--- src/sv/cmc_pkg.sv ---
// shared types, codes and constants for the card machine cpu
// no dependencies; used by cmc_decode and card_machine_cpu
package cmc_pkg;

    localparam int ADDR_W = 7;
    localparam int WORD_W = 32;
    localparam int MEM_WORDS_DEF = 100;
    localparam int CARD_CHARS_DEF = 40;

    // host request opcodes
    localparam logic [1:0] OP_LOAD  = 2'd0;
    localparam logic [1:0] OP_CARD  = 2'd1;
    localparam logic [1:0] OP_STEP  = 2'd2;
    localparam logic [1:0] OP_CLEAR = 2'd3;

    // result kinds
    localparam logic [2:0] KIND_DONE   = 3'd0;
    localparam logic [2:0] KIND_PRINT  = 3'd1;
    localparam logic [2:0] KIND_NEED   = 3'd2;
    localparam logic [2:0] KIND_HALTED = 3'd3;
    localparam logic [2:0] KIND_ERROR  = 3'd4;

    // characters
    localparam logic [7:0] CH_H     = 8'h48;
    localparam logic [7:0] CH_UNDER = 8'h5F;
    localparam logic [7:0] CH_SPACE = 8'h20;
    localparam logic [7:0] CH_ZERO  = 8'h30;
    localparam logic [7:0] CH_NINE  = 8'h39;
    localparam logic [WORD_W-1:0] UNDERSCORE_WORD = {4{CH_UNDER}};

    // two-character instruction mnemonics
    localparam logic [15:0] MN_GD = 16'h4744;
    localparam logic [15:0] MN_PD = 16'h5044;
    localparam logic [15:0] MN_LR = 16'h4C52;
    localparam logic [15:0] MN_SR = 16'h5352;
    localparam logic [15:0] MN_CR = 16'h4352;
    localparam logic [15:0] MN_BT = 16'h4254;

    typedef logic [2:0] instr_t;
    localparam instr_t INSTR_NONE = 3'd0;
    localparam instr_t INSTR_GD   = 3'd1;
    localparam instr_t INSTR_PD   = 3'd2;
    localparam instr_t INSTR_LR   = 3'd3;
    localparam instr_t INSTR_SR   = 3'd4;
    localparam instr_t INSTR_CR   = 3'd5;
    localparam instr_t INSTR_BT   = 3'd6;

    typedef struct packed {
        logic              halt;
        logic              addr_ok;
        instr_t            instr;
        logic [ADDR_W-1:0] addr;
    } decode_t;

endpackage

--- src/sv/cmc_ram.sv ---
// generic single-write, single-read ram with registered read data
// no dependencies
module cmc_ram #(
    parameter int WIDTH = 32,
    parameter int DEPTH = 100
) (
    input  logic                     clk,
    input  logic                     we,
    input  logic [$clog2(DEPTH)-1:0] waddr,
    input  logic [WIDTH-1:0]         wdata,
    input  logic                     re,
    input  logic [$clog2(DEPTH)-1:0] raddr,
    output logic [WIDTH-1:0]         rdata
);

    logic [WIDTH-1:0] mem [DEPTH];
    logic [WIDTH-1:0] rdata_reg;

    always_ff @(posedge clk)
    begin
        if (we)
        begin
            mem[waddr] <= wdata;
        end
        if (re)
        begin
            rdata_reg <= mem[raddr];
        end
    end

    assign rdata = rdata_reg;

endmodule

--- src/sv/cmc_decode.sv ---
// instruction decoder: mnemonic match, halt check and two-digit address
// depends on cmc_pkg
module cmc_decode #(
    parameter int MEM_WORDS = cmc_pkg::MEM_WORDS_DEF
) (
    input  logic [cmc_pkg::WORD_W-1:0] ir,
    output cmc_pkg::decode_t           dec
);

    localparam logic [cmc_pkg::ADDR_W-1:0] MEM_W = cmc_pkg::ADDR_W'(MEM_WORDS);

    logic [7:0]                  c0;
    logic [7:0]                  d0;
    logic [7:0]                  d1;
    logic                        digits_ok;
    logic [cmc_pkg::ADDR_W-1:0]  tens;
    logic [cmc_pkg::ADDR_W-1:0]  value;

    assign c0 = ir[31:24];
    assign d0 = ir[15:8];
    assign d1 = ir[7:0];

    assign digits_ok = (d0 >= cmc_pkg::CH_ZERO) && (d0 <= cmc_pkg::CH_NINE)
                    && (d1 >= cmc_pkg::CH_ZERO) && (d1 <= cmc_pkg::CH_NINE);

    // digit value is the low nibble of an ascii digit; times ten as 8x + 2x
    assign tens  = {d0[3:0], 3'b000} + {2'b00, d0[3:0], 1'b0};
    assign value = tens + {3'b000, d1[3:0]};

    always_comb
    begin
        dec.halt    = (c0 == cmc_pkg::CH_H);
        dec.addr_ok = digits_ok && (value < MEM_W);
        dec.addr    = value;
        unique case (ir[31:16])
            cmc_pkg::MN_GD: dec.instr = cmc_pkg::INSTR_GD;
            cmc_pkg::MN_PD: dec.instr = cmc_pkg::INSTR_PD;
            cmc_pkg::MN_LR: dec.instr = cmc_pkg::INSTR_LR;
            cmc_pkg::MN_SR: dec.instr = cmc_pkg::INSTR_SR;
            cmc_pkg::MN_CR: dec.instr = cmc_pkg::INSTR_CR;
            cmc_pkg::MN_BT: dec.instr = cmc_pkg::INSTR_BT;
            default:        dec.instr = cmc_pkg::INSTR_NONE;
        endcase
    end

endmodule

--- src/sv/card_machine_cpu.sv ---
// card machine cpu top level: request sequencer, machine registers, output register
// depends on cmc_pkg, cmc_ram, cmc_decode
//
// usage: one request channel (in_valid/in_ready with opcode, address, word_data,
// char_count, card_end) and one result channel (out_valid/out_ready with kind,
// print_word, last, program_counter, condition). a request is taken only while
// the sequencer is idle; it then runs through the single word memory port and
// posts its results into one output register.
// load and clear requests go from dispatch straight to the result; a card word
// reads and merges the stored word while a card is pending; a step fetches no
// instruction when halted or waiting for a card, and LR and CR read memory twice;
// a print step reads the memory port once per printed word (10 words by default).
// the next request is taken as soon as the sequencer is idle again, even while
// the last result still sits in the output register.
// when the receiver stalls, the sequencer waits with the pending result and the
// rest of a print block resumes one word per cycle once out_ready returns.
// reset clears the machine registers and marks every memory word as unwritten,
// which reads back as underscores; there is no clearing pass, so requests are
// taken right after reset. a clear-job request does the same.
module card_machine_cpu #(
    parameter int MEM_WORDS  = cmc_pkg::MEM_WORDS_DEF,
    parameter int CARD_CHARS = cmc_pkg::CARD_CHARS_DEF
) (
    input  logic                        clk,
    input  logic                        rst_n,
    input  logic                        in_valid,
    output logic                        in_ready,
    input  logic [1:0]                  opcode,
    input  logic [cmc_pkg::ADDR_W-1:0]  address,
    input  logic [cmc_pkg::WORD_W-1:0]  word_data,
    input  logic [2:0]                  char_count,
    input  logic                        card_end,
    output logic                        out_valid,
    input  logic                        out_ready,
    output logic [2:0]                  kind,
    output logic [cmc_pkg::WORD_W-1:0]  print_word,
    output logic                        last,
    output logic [cmc_pkg::ADDR_W-1:0]  program_counter,
    output logic                        condition
);

    localparam int AW     = cmc_pkg::ADDR_W;
    localparam int WW     = cmc_pkg::WORD_W;
    localparam int RAM_AW = $clog2(MEM_WORDS);
    localparam int WPC    = CARD_CHARS / 4;
    localparam int LEFT_W = $clog2(WPC + 1);
    localparam logic [AW-1:0]     MEM_W    = AW'(MEM_WORDS);
    localparam logic [AW-1:0]     MEM_LAST = AW'(MEM_WORDS - 1);
    localparam logic [LEFT_W-1:0] WPC_L    = LEFT_W'(WPC);
    localparam logic [LEFT_W-1:0] WPC_LAST = LEFT_W'(WPC - 1);

    localparam logic [2:0] S_IDLE     = 3'd0;
    localparam logic [2:0] S_DISPATCH = 3'd1;
    localparam logic [2:0] S_CARD_RD  = 3'd2;
    localparam logic [2:0] S_FETCH    = 3'd3;
    localparam logic [2:0] S_OPER     = 3'd4;
    localparam logic [2:0] S_PRINT    = 3'd5;
    localparam logic [2:0] S_DONE     = 3'd6;

    function automatic logic [AW-1:0] wrap_next(input logic [AW-1:0] a);
        return (a == MEM_LAST) ? '0 : a + AW'(1);
    endfunction

    function automatic logic [WW-1:0] printable(input logic [WW-1:0] w);
        logic [WW-1:0] r;
        r = w;
        for (int i = 0; i < 4; i++)
        begin
            if (w[8*i +: 8] == cmc_pkg::CH_UNDER)
            begin
                r[8*i +: 8] = cmc_pkg::CH_SPACE;
            end
        end
        return r;
    endfunction

    // leading characters of the card word replace the stored ones
    function automatic logic [WW-1:0] merge_card(input logic [WW-1:0] old,
                                                 input logic [WW-1:0] data,
                                                 input logic [2:0]    cnt);
        logic [WW-1:0] r;
        r = old;
        for (int i = 0; i < 4; i++)
        begin
            if (3'(i) < cnt)
            begin
                r[WW-1-8*i -: 8] = data[WW-1-8*i -: 8];
            end
        end
        return r;
    endfunction

    logic [2:0]          state_reg, state_next;
    logic [MEM_WORDS-1:0] mem_valid_reg, mem_valid_next;
    logic                rd_valid_reg;
    logic [WW-1:0]       greg_reg, greg_next;
    logic [AW-1:0]       pc_reg, pc_next;
    logic                flag_reg, flag_next;
    logic                halt_reg, halt_next;
    logic                card_pend_reg, card_pend_next;
    logic [AW-1:0]       card_ptr_reg, card_ptr_next;
    logic [LEFT_W-1:0]   card_left_reg, card_left_next;
    logic [AW-1:0]       print_addr_reg, print_addr_next;
    logic [LEFT_W-1:0]   print_cnt_reg, print_cnt_next;
    cmc_pkg::instr_t     instr_reg, instr_next;
    logic [2:0]          res_kind_reg, res_kind_next;

    logic [1:0]          in_op_reg;
    logic [AW-1:0]       in_addr_reg;
    logic [WW-1:0]       in_data_reg;
    logic [2:0]          in_cnt_reg;
    logic                in_end_reg;

    logic                out_valid_reg, out_valid_next;
    logic [2:0]          kind_reg, kind_next;
    logic [WW-1:0]       print_word_reg, print_word_next;
    logic                last_reg, last_next;
    logic [AW-1:0]       pc_out_reg;
    logic                cond_out_reg;

    logic                accept;
    logic                out_free;
    logic                out_load;
    logic                ram_we;
    logic [AW-1:0]       ram_waddr;
    logic [WW-1:0]       ram_wdata;
    logic                ram_re;
    logic [AW-1:0]       ram_raddr;
    logic [WW-1:0]       ram_rdata;
    logic [WW-1:0]       word_eff;
    logic                clear_job;
    logic [2:0]          cnt_clamp;
    logic [LEFT_W-1:0]   left_dec;
    logic                card_more;
    cmc_pkg::decode_t    dec;

    cmc_ram #(
        .WIDTH (WW),
        .DEPTH (MEM_WORDS)
    ) u_ram (
        .clk   (clk),
        .we    (ram_we),
        .waddr (ram_waddr[RAM_AW-1:0]),
        .wdata (ram_wdata),
        .re    (ram_re),
        .raddr (ram_raddr[RAM_AW-1:0]),
        .rdata (ram_rdata)
    );

    // unwritten words read as underscores
    assign word_eff = rd_valid_reg ? ram_rdata : cmc_pkg::UNDERSCORE_WORD;

    cmc_decode #(
        .MEM_WORDS (MEM_WORDS)
    ) u_decode (
        .ir  (word_eff),
        .dec (dec)
    );

    assign in_ready  = (state_reg == S_IDLE);
    assign accept    = in_valid && in_ready;
    assign out_free  = !out_valid_reg || out_ready;
    assign cnt_clamp = (in_cnt_reg > 3'd4) ? 3'd4 : in_cnt_reg;
    assign left_dec  = (card_left_reg != '0) ? card_left_reg - LEFT_W'(1) : '0;
    assign card_more = !in_end_reg && (left_dec != '0);

    always_comb
    begin
        state_next      = state_reg;
        greg_next       = greg_reg;
        pc_next         = pc_reg;
        flag_next       = flag_reg;
        halt_next       = halt_reg;
        card_pend_next  = card_pend_reg;
        card_ptr_next   = card_ptr_reg;
        card_left_next  = card_left_reg;
        print_addr_next = print_addr_reg;
        print_cnt_next  = print_cnt_reg;
        instr_next      = instr_reg;
        res_kind_next   = res_kind_reg;
        out_load        = 1'b0;
        kind_next       = kind_reg;
        print_word_next = print_word_reg;
        last_next       = last_reg;
        ram_we          = 1'b0;
        ram_waddr       = in_addr_reg;
        ram_wdata       = in_data_reg;
        ram_re          = 1'b0;
        ram_raddr       = pc_reg;
        clear_job       = 1'b0;

        unique case (state_reg)
            S_IDLE:
            begin
                if (accept)
                begin
                    state_next = S_DISPATCH;
                end
            end
            S_DISPATCH:
            begin
                res_kind_next = cmc_pkg::KIND_DONE;
                state_next    = S_DONE;
                unique case (in_op_reg)
                    cmc_pkg::OP_LOAD:
                    begin
                        ram_we = (in_addr_reg < MEM_W);
                    end
                    cmc_pkg::OP_CARD:
                    begin
                        if (card_pend_reg)
                        begin
                            ram_re     = 1'b1;
                            ram_raddr  = card_ptr_reg;
                            state_next = S_CARD_RD;
                        end
                    end
                    cmc_pkg::OP_STEP:
                    begin
                        if (halt_reg)
                        begin
                            res_kind_next = cmc_pkg::KIND_HALTED;
                        end
                        else if (card_pend_reg)
                        begin
                            res_kind_next = cmc_pkg::KIND_NEED;
                        end
                        else
                        begin
                            ram_re     = 1'b1;
                            ram_raddr  = pc_reg;
                            state_next = S_FETCH;
                        end
                    end
                    cmc_pkg::OP_CLEAR:
                    begin
                        clear_job      = 1'b1;
                        greg_next      = '0;
                        pc_next        = '0;
                        flag_next      = 1'b0;
                        halt_next      = 1'b0;
                        card_pend_next = 1'b0;
                        card_ptr_next  = '0;
                        card_left_next = '0;
                    end
                endcase
            end
            S_CARD_RD:
            begin
                ram_we        = (cnt_clamp != 3'd0);
                ram_waddr     = card_ptr_reg;
                ram_wdata     = merge_card(word_eff, in_data_reg, cnt_clamp);
                card_ptr_next = wrap_next(card_ptr_reg);
                if (card_more)
                begin
                    card_left_next = left_dec;
                    res_kind_next  = cmc_pkg::KIND_NEED;
                end
                else
                begin
                    card_pend_next = 1'b0;
                    card_left_next = '0;
                    res_kind_next  = cmc_pkg::KIND_DONE;
                end
                state_next = S_DONE;
            end
            S_FETCH:
            begin
                res_kind_next = cmc_pkg::KIND_DONE;
                state_next    = S_DONE;
                if (dec.halt)
                begin
                    halt_next     = 1'b1;
                    res_kind_next = cmc_pkg::KIND_HALTED;
                end
                else if (!dec.addr_ok)
                begin
                    halt_next     = 1'b1;
                    greg_next     = '0;
                    res_kind_next = cmc_pkg::KIND_ERROR;
                end
                else
                begin
                    unique case (dec.instr)
                        cmc_pkg::INSTR_GD:
                        begin
                            card_pend_next = 1'b1;
                            card_ptr_next  = dec.addr;
                            card_left_next = WPC_L;
                            pc_next        = wrap_next(pc_reg);
                            res_kind_next  = cmc_pkg::KIND_NEED;
                        end
                        cmc_pkg::INSTR_PD:
                        begin
                            pc_next         = wrap_next(pc_reg);
                            print_addr_next = dec.addr;
                            print_cnt_next  = '0;
                            ram_re          = 1'b1;
                            ram_raddr       = dec.addr;
                            state_next      = S_PRINT;
                        end
                        cmc_pkg::INSTR_LR,
                        cmc_pkg::INSTR_CR:
                        begin
                            instr_next = dec.instr;
                            ram_re     = 1'b1;
                            ram_raddr  = dec.addr;
                            state_next = S_OPER;
                        end
                        cmc_pkg::INSTR_SR:
                        begin
                            ram_we    = 1'b1;
                            ram_waddr = dec.addr;
                            ram_wdata = greg_reg;
                            pc_next   = wrap_next(pc_reg);
                        end
                        cmc_pkg::INSTR_BT:
                        begin
                            pc_next = flag_reg ? dec.addr : wrap_next(pc_reg);
                        end
                        default:
                        begin
                            pc_next = wrap_next(pc_reg);
                        end
                    endcase
                end
            end
            S_OPER:
            begin
                if (instr_reg == cmc_pkg::INSTR_LR)
                begin
                    greg_next = word_eff;
                end
                else
                begin
                    flag_next = (greg_reg == word_eff);
                end
                pc_next    = wrap_next(pc_reg);
                state_next = S_DONE;
            end
            S_PRINT:
            begin
                if (out_free)
                begin
                    out_load        = 1'b1;
                    kind_next       = cmc_pkg::KIND_PRINT;
                    print_word_next = printable(word_eff);
                    last_next       = (print_cnt_reg == WPC_LAST);
                    if (print_cnt_reg == WPC_LAST)
                    begin
                        state_next = S_IDLE;
                    end
                    else
                    begin
                        // fetch the next word while this one goes out
                        print_addr_next = wrap_next(print_addr_reg);
                        print_cnt_next  = print_cnt_reg + LEFT_W'(1);
                        ram_re          = 1'b1;
                        ram_raddr       = wrap_next(print_addr_reg);
                    end
                end
            end
            S_DONE:
            begin
                if (out_free)
                begin
                    out_load        = 1'b1;
                    kind_next       = res_kind_reg;
                    print_word_next = '0;
                    last_next       = 1'b1;
                    state_next      = S_IDLE;
                end
            end
            default:
            begin
                state_next = S_IDLE;
            end
        endcase
    end

    always_comb
    begin
        mem_valid_next = mem_valid_reg;
        if (clear_job)
        begin
            mem_valid_next = '0;
        end
        else if (ram_we)
        begin
            mem_valid_next[ram_waddr[RAM_AW-1:0]] = 1'b1;
        end
    end

    assign out_valid_next = out_load || (out_valid_reg && !out_ready);

    always_ff @(posedge clk or negedge rst_n)
    begin
        if (!rst_n)
        begin
            state_reg     <= S_IDLE;
            mem_valid_reg <= '0;
            greg_reg      <= '0;
            pc_reg        <= '0;
            flag_reg      <= 1'b0;
            halt_reg      <= 1'b0;
            card_pend_reg <= 1'b0;
            card_ptr_reg  <= '0;
            card_left_reg <= '0;
            out_valid_reg <= 1'b0;
        end
        else
        begin
            state_reg     <= state_next;
            mem_valid_reg <= mem_valid_next;
            greg_reg      <= greg_next;
            pc_reg        <= pc_next;
            flag_reg      <= flag_next;
            halt_reg      <= halt_next;
            card_pend_reg <= card_pend_next;
            card_ptr_reg  <= card_ptr_next;
            card_left_reg <= card_left_next;
            out_valid_reg <= out_valid_next;
        end
    end

    always_ff @(posedge clk)
    begin
        if (accept)
        begin
            in_op_reg   <= opcode;
            in_addr_reg <= address;
            in_data_reg <= word_data;
            in_cnt_reg  <= char_count;
            in_end_reg  <= card_end;
        end
        if (ram_re)
        begin
            rd_valid_reg <= mem_valid_reg[ram_raddr[RAM_AW-1:0]];
        end
        if (out_load)
        begin
            pc_out_reg   <= pc_reg;
            cond_out_reg <= flag_reg;
        end
        print_addr_reg <= print_addr_next;
        print_cnt_reg  <= print_cnt_next;
        instr_reg      <= instr_next;
        res_kind_reg   <= res_kind_next;
        kind_reg       <= kind_next;
        print_word_reg <= print_word_next;
        last_reg       <= last_next;
    end

    assign out_valid       = out_valid_reg;
    assign kind            = kind_reg;
    assign print_word      = print_word_reg;
    assign last            = last_reg;
    assign program_counter = pc_out_reg;
    assign condition       = cond_out_reg;

`ifndef SYNTHESIS
    a_pc_range: assert property (@(posedge clk) disable iff (!rst_n)
        pc_reg < MEM_W)
        else $error("instruction counter out of range");

    a_card_ptr_range: assert property (@(posedge clk) disable iff (!rst_n)
        card_ptr_reg < MEM_W)
        else $error("card pointer out of range");

    a_card_left: assert property (@(posedge clk) disable iff (!rst_n)
        card_pend_reg |-> (card_left_reg != '0))
        else $error("card pending with no words left");

    a_single_last: assert property (@(posedge clk) disable iff (!rst_n)
        (state_reg == S_DONE && out_free) |=> (out_valid && last && print_word == '0))
        else $error("single result not marked last");

    a_no_write_on_read: assert property (@(posedge clk) disable iff (!rst_n)
        !(ram_we && ram_re))
        else $error("memory port read and write in the same cycle");
`endif

endmodule
--- config.mk ---
export PLATFORM = sky130hd
export DESIGN_NAME = card_machine_cpu
export DESIGN_NICKNAME = d
export VERILOG_FILES = /design/src/sv/cmc_pkg.sv /design/src/sv/cmc_ram.sv /design/src/sv/cmc_decode.sv /design/src/sv/card_machine_cpu.sv
export SDC_FILE = /design/constraint.sdc
export NUM_CORES = 2
export LEC_CHECK = 0
export ABC_CLOCK_PERIOD_IN_PS = 9530
export BUFFER_PORTS_ARGS = -buffer_cell sky130_fd_sc_hd__buf_2
export CAP_MARGIN = 20
export CORE_AREA = 4 4 787 633
export CTS_CLUSTER_DIAMETER = 200
export DETAILED_ROUTE_END_ITERATION = 10
export DIE_AREA = 0 0 791 637
export PLACE_DENSITY_LB_ADDON = 0.25
export SYNTH_ARGS = -nofsm -noshare
export SYNTH_HDL_FRONTEND = slang
export SYNTH_HIERARCHICAL = 1
export SYNTH_SLANG_ARGS = --single-unit
--- constraint.sdc ---
create_clock -name clk -period 9.53 [get_ports clk]
set_input_delay 0.4765 -clock clk [delete_from_list [all_inputs] [get_ports clk]]
set_output_delay 0.4765 -clock clk [all_outputs]
set_load 0.005 [all_outputs]
==> Word-level counts from Yosys, hierarchy flattened <==
Memory sizes are Yosys's and may differ from the RTL's. A register that Yosys moved wholly into a read port is not among the register bits.
Cells that the tools add are included.
{ "word_totals": {"word_cells": 267, "mem_bits_rw": 3200, "output_inout_bits": 46, "input_bits": 49, "mem_count": 1, "register_bits": 264} }
{ "classes": {"bitwise": 2, "reduce_logical": 39, "order_cmp": 14, "addsub": 7, "eq_ne": 48, "muxes": 131} }
{ "mem_list": {"columns": ["memory", "words", "word_bits", "read_ports", "rd_clocked_by_memory_dff", "wr", "line", "source"], "rows": [
  ["u_ram.mem", 100, 32, 1, 1, 1, "cmc_ram.sv:16", "logic [WIDTH-1:0] mem [DEPTH];"]
]} }
{ "op_table": {"columns": ["op", "n"], "rows": [
  ["32-bit two-way mux", 10],
  ["100-bit two-way mux", 2],
  ["7-bit two-way mux", 25],
  ["32-bit one-hot mux with 2 select lines", 2],
  ["100-bit OR", 1],
  ["16-bit by 15-bit equality test with 1-bit output (second input constant)", 6],
  ["32-bit one-hot mux with 3 select lines", 1],
  ["8-bit two-way mux", 8],
  ["7-bit one-hot mux with 3 select lines", 3],
  ["4-bit two-way mux", 11],
  ["7-bit one-hot mux with 2 select lines", 3],
  ["8-bit by 7-bit equality test with 1-bit output (second input constant)", 5],
  ["3-bit two-way mux", 12],
  ["3-bit one-hot mux with 6 select lines", 2],
  ["32-bit equality test", 1],
  ["1-bit two-way mux", 30],
  ["2-bit inequality test (second input constant)", 12],
  ["7-bit by 1-bit adder with 7-bit output (second input constant)", 3],
  ["7-bit equality test (second input constant)", 3],
  ["3-bit equality test (second input constant)", 6],
  ["8-bit by 6-bit greater-or-equal comparator with 1-bit output (second input constant)", 2],
  ["8-bit by 6-bit less-or-equal comparator with 1-bit output (second input constant)", 2],
  ["7-bit by 8-bit < comparator with 1-bit output (second input constant)", 2],
  ["3-bit by 2-bit equality test with 1-bit output (second input constant)", 5],
  ["other kinds (40)", 84]
]} }

==> Longest topological paths before layout <==
{ "logic_depth": {"ltp_word": 16, "depth_mapped": 30, "ltp_nobuf": 22} }

==> By module <==
Netlist, hierarchy kept.
{ "modules_own_cells": {"columns": ["module", "seq_area_each_um2", "cells_per_inst", "area_each_um2", "instances"], "rows": [
  ["cmc_ram", 97053.1, 5393, 123088.1, 1],
  ["card_machine_cpu", 7141.8, 1340, 13361.6, 1],
  ["cmc_decode", 0.0, 61, 442.9, 1]
]} }

==> Worst setup path before layout <==
OpenSTA, ideal clock, no wires.
{ "synth_timing": {"path_kind": "register to register", "startpoint": "register rd_valid_reg", "endpoint": "memory u_ram.mem[0][24], data pin", "setup_time_ns": 0.982, "stages_incl_launch_ff": 16, "path_slack_ns": 0.620, "required_ns": 8.548, "arrival_ns": 7.928, "n_path_buf": 3, "period_less_slack_ns": 8.910, "path_cell_list": "edfxtp_1 > clkbuf_1 > nor2b_1 > inv_1 > inv_1 > fa_1 > fa_1 > inv_1 > or3_1 > a31oi_1 > and4bb_2 > and3_1 > clkbuf_1 > clkbuf_1 > a22oi_1 > o21ai_0"} }
{ "synth_rtl": {"columns": ["element", "line", "source"], "rows": [
  ["start: declaration", "card_machine_cpu.sv:95", "logic rd_valid_reg;"],
  ["start signal: assignment", "card_machine_cpu.sv:438", "rd_valid_reg <= mem_valid_reg[ram_raddr[RAM_AW-1:0]];"],
  ["end: declaration", "cmc_ram.sv:16", null]
]} }

==> impl_summary.log <==
INFO  metric cts.root.buffer_cell = sky130_fd_sc_hd__clkbuf_16
INFO  metric synth_fa_ha_area_frac = 0.001755
INFO  metric die_h = 637 um
INFO  metric cts_resized = 0
INFO  metric track_usage = 0.1743
INFO  metric synth.area.mux_share = 0.1455
INFO  metric top_level_ports = 95
INFO  metric fillers = 46370
INFO  metric largest_reg_flops = 3200
INFO  metric synth_top_family_by_area = multiplexers
INFO  metric synthCells = 6794
INFO  metric report.final.slew_viol_count = 0
INFO  metric worstReg2RegStart = rd_valid_reg
INFO  metric finalWeightedCongestion = 0.8741
INFO  metric max-slew-margin-rel = 0.1934
INFO  metric postSynthNetCount = 6861
INFO  metric yosys_register_bits = 3496
INFO  metric slowest_stage_cell_cp = sky130_fd_sc_hd__nor3_1
INFO  metric startpoint_type = register
INFO  metric synth_sequential_area_ratio = 0.7611
INFO  metric critical_path.top_delay_family = simple AND/OR/NAND/NOR gates
INFO  metric ant_nets_after_route = 0
INFO  metric timing.final.crit_share = 0.9597
INFO  metric clk_latency = 990 ps
INFO  metric syn_area_per_cell = 20.15 sq um
INFO  metric rsz0062_at_grt = no
INFO  metric syn2layout_area_growth = 16.64%
INFO  metric rows = 230
INFO  metric drc = 0
INFO  metric total_power = 43.30 mW
INFO  metric mappedNetlistArea = 136900 sq um
INFO  metric place.detailed.instances = 13370
INFO  metric synth_top_flop_cell = sky130_fd_sc_hd__edfxtp_1
INFO  metric outcome = complete, no violations
INFO  metric r2r_setup_slack = 380 ps
INFO  metric timing.critical_path.to_type = register
INFO  metric synth_simple_gate_area_share = 0.03121
INFO  metric worstReg2RegEnd = u_ram/rdata[5]
INFO  metric timing.max_cap.violations = 0
INFO  metric min_to = in_data_reg[10]
INFO  metric synth.top_cells.by_area = sky130_fd_sc_hd__edfxtp_1 73%, sky130_fd_sc_hd__mux4_2 12%, sky130_fd_sc_hd__dfrtp_1 2.9%
INFO  metric cts_post_setup_buffers_inserted = 0
INFO  metric drt-wirelength-per-cell = 32.05 um
INFO  metric power.ir.vdd_worst = 0.1753 mV
INFO  metric routed_wirelength = 451.8 mm
INFO  metric final-seq-area = 104200 sq um
INFO  metric layout.cell_area.non_filler = 159700 sq um
INFO  metric synthDominantAreaCellType = sky130_fd_sc_hd__edfxtp_1
INFO  metric holdPathStages = 2
INFO  metric hp-start = word_data[10]
INFO  metric core = 489500 sq um
INFO  metric setup-violations-final = 0
INFO  metric worst_path_largest_cell_delay = 1010 ps
INFO  metric max_slew.worst_pin.slew = 1210 ps
INFO  metric multi_input_comb_area = 31680 sq um
INFO  metric crit_arrival = 9770 ps
INFO  metric detailed_place.area = 147800 sq um
INFO  metric finalNetCount = 7352
INFO  metric clk_transition_reported_paths = 60 ps
INFO  metric htree_num_levels = 5
INFO  metric leakagePower = 49.21 nW
INFO  metric synth_enable_flop_cells = 3339
INFO  metric drive_above_1_share = 0.2528
INFO  metric path_max_fanout = 44
INFO  metric final_cell_count_no_fill = 14100
INFO  metric dr.pass1.iters = 6
INFO  metric initial_core_util = 0.2797
INFO  metric synth_cell_type_count = 87
INFO  metric clock_period_minus_final_worst_setup_slack = 9146 ps
INFO  metric tritoncts = yes
INFO  metric power_per_cell_area = 271.2 nW/um^2
INFO  metric floorplan.die_area = 503900 sq um
INFO  metric post_synth_xor_area_fraction = 0.002623
INFO  metric synth.top_cell.area_share = 0.7324
INFO  metric chip_width = 791 um
INFO  metric finalHoldViolCount = 0
INFO  metric crit_path_cell_trace = buf_4, nor2b_1, inv_1, ha_1, ha_1, inv_1, fa_1, nand2b_1, a21oi_1, xor2_1, a31oi_1, and2b_1, o21ai_4, nor2_4, o21ai_4, a221oi_4, inv_8, buf_12, buf_4, mux4_2, a221oi_1, nand2_1, nor3_1, a21oi_1
INFO  metric largest_net_degree_at_the_start_of_global_routing = 101
INFO  metric ys.warnings.count = 6
INFO  metric worstPathBufferInverterCount = 6
INFO  metric grt_antenna_before_repair = 53
INFO  metric count_of_vias_placed_by_the_detailed_router = 74060
INFO  metric first_global_vias = 72280
INFO  metric rr_worst_depth = 24
INFO  metric vias_per_instance = 5.254
INFO  metric max_freq = 0.1093 GHz
INFO  metric clock-skew-final = 83.58 ps
INFO  metric share_of_the_synthesized_area_in_compound_gates_ao_oa_aoi_oai = 0.04108
INFO  metric worstPathRequired = 10150 ps
INFO  metric cts-hold-fix-buffers = 48
INFO  metric drt_first_iter_violations = 10890
INFO  metric setup_total_negative_slack = 0 ps
INFO  metric number_of_clock_sinks = 3496
INFO  metric grt_overflow = 0
INFO  metric ctsLongestPathBuffers = 4
INFO  metric synth_async_sr_flop_share = 0.04491
INFO  metric wire_length_of_the_first_global_routing_pass = 616.9 mm
INFO  metric detailedPlacementHpwl = 284.0 mm
INFO  metric timing.hold.worst.class = in -> reg
INFO  metric timing_worst_setup_path_type = reg -> reg
INFO  metric tritoncts.num_buffers = 355
INFO  metric io_buffer_count = 94
## final cells by class
cell class	count	share of cell area
clock inverters	214	0.01230
inverters	67	0.001732
clock buffers	438	0.05830
flip-flops and latches	3496	0.6525
multi-input cells	2870	0.1984
diodes	19	0.0002978
repair buffers	495	0.02552
well taps	6496	0.05090
## cells in the mapped netlist (14+ instances only)
cell / n
sky130_fd_sc_hd__a221oi_1: 82
sky130_fd_sc_hd__xor2_1: 27
sky130_fd_sc_hd__dfrtp_1: 157
sky130_fd_sc_hd__buf_6: 35
sky130_fd_sc_hd__nand2b_1: 25
sky130_fd_sc_hd__o21ai_0: 123
sky130_fd_sc_hd__nor2_1: 372
sky130_fd_sc_hd__buf_1: 23
sky130_fd_sc_hd__nor3_1: 92
sky130_fd_sc_hd__nor4_1: 17
sky130_fd_sc_hd__buf_4: 59
sky130_fd_sc_hd__buf_2: 96
sky130_fd_sc_hd__clkbuf_1: 141
sky130_fd_sc_hd__edfxtp_1: 3339
sky130_fd_sc_hd__nand4_1: 21
sky130_fd_sc_hd__a21oi_1: 180
sky130_fd_sc_hd__or3_1: 15
sky130_fd_sc_hd__a221o_1: 22
sky130_fd_sc_hd__inv_1: 63
sky130_fd_sc_hd__mux2i_1: 281
sky130_fd_sc_hd__o221ai_1: 26
sky130_fd_sc_hd__o31ai_1: 37
sky130_fd_sc_hd__mux2_2: 39
sky130_fd_sc_hd__a22oi_1: 109
sky130_fd_sc_hd__nand2_1: 209
sky130_fd_sc_hd__mux4_2: 738
sky130_fd_sc_hd__nor2b_1: 59
sky130_fd_sc_hd__a22o_1: 38
sky130_fd_sc_hd__ha_1: 16
sky130_fd_sc_hd__nand3_1: 73
sky130_fd_sc_hd__a31oi_1: 32
sky130_fd_sc_hd__o22ai_1: 81
sky130_fd_sc_hd__xnor2_1: 14
## stage by stage
stage               setup WS (ps)    util  hold WS (ps)
floorplan                   620.4       -         180.9
global placement            670.4  0.3013         470.1
detailed placement          622.8  0.3019         482.9
CTS                         518.3  0.3259         132.9
global route                237.6  0.3261         182.2
finish                      383.8  0.3262         223.2
## per-layer routing
layer	vias to the layer above	track usage	routed length, um
met5	-	0	69
met4	10	0.04125	11130
met3	572	0.03623	43500
met2	3660	0.2500	192700
met1	40630	0.2687	204400
li1	29180	-	-
## worst max path at each step
stage / endpoint / slack [ps] / cells past startpoint / from
after floorplan: u_ram/mem[0][24] / 620 / 15 / rd_valid_reg
after global placement: u_ram/rdata[5] / 670 / 23 / rd_valid_reg
after detailed placement: u_ram/rdata[5] / 620 / 24 / rd_valid_reg
after CTS: u_ram/rdata[5] / 520 / 24 / rd_valid_reg
after global routing: u_ram/rdata[5] / 240 / 24 / rd_valid_reg
final: u_ram/rdata[5] / 380 / 24 / rd_valid_reg
## cells by family after synthesis
group | after synthesis
xor gates and xnor gates | 41
muxes | 1062
buffers and inverters | 428
AOI/OAI and AO/OA | 815
DFF | 3496
adders and majority gates | 18
and+or+nand+nor | 934
## where the power goes
group	total [mW]	switching (mW)	internal, mW
Clock	13.7	6.10	7.59
Combinational	10.7	7.26	3.44
Sequential	18.9	0.331	18.6
Total	43.3	13.7	29.6
## cells in the final DEF, fill, tap and decap left out, types with 81 or more instances in the layout
cell type	netlist	routed
sky130_fd_sc_hd__nand2_1	209	209
sky130_fd_sc_hd__nor2_1	372	278
sky130_fd_sc_hd__a21oi_1	180	174
sky130_fd_sc_hd__mux4_2	738	738
sky130_fd_sc_hd__edfxtp_1	3339	3339
sky130_fd_sc_hd__mux2i_1	281	281
sky130_fd_sc_hd__buf_4	59	310
sky130_fd_sc_hd__o21ai_0	123	108
sky130_fd_sc_hd__a22oi_1	109	109
sky130_fd_sc_hd__buf_2	96	93
sky130_fd_sc_hd__dfrtp_1	157	157
sky130_fd_sc_hd__clkinv_1	1	81
sky130_fd_sc_hd__nor2_4	1	93
sky130_fd_sc_hd__clkbuf_16	0	358
Power figures use the tool's default switching activity.
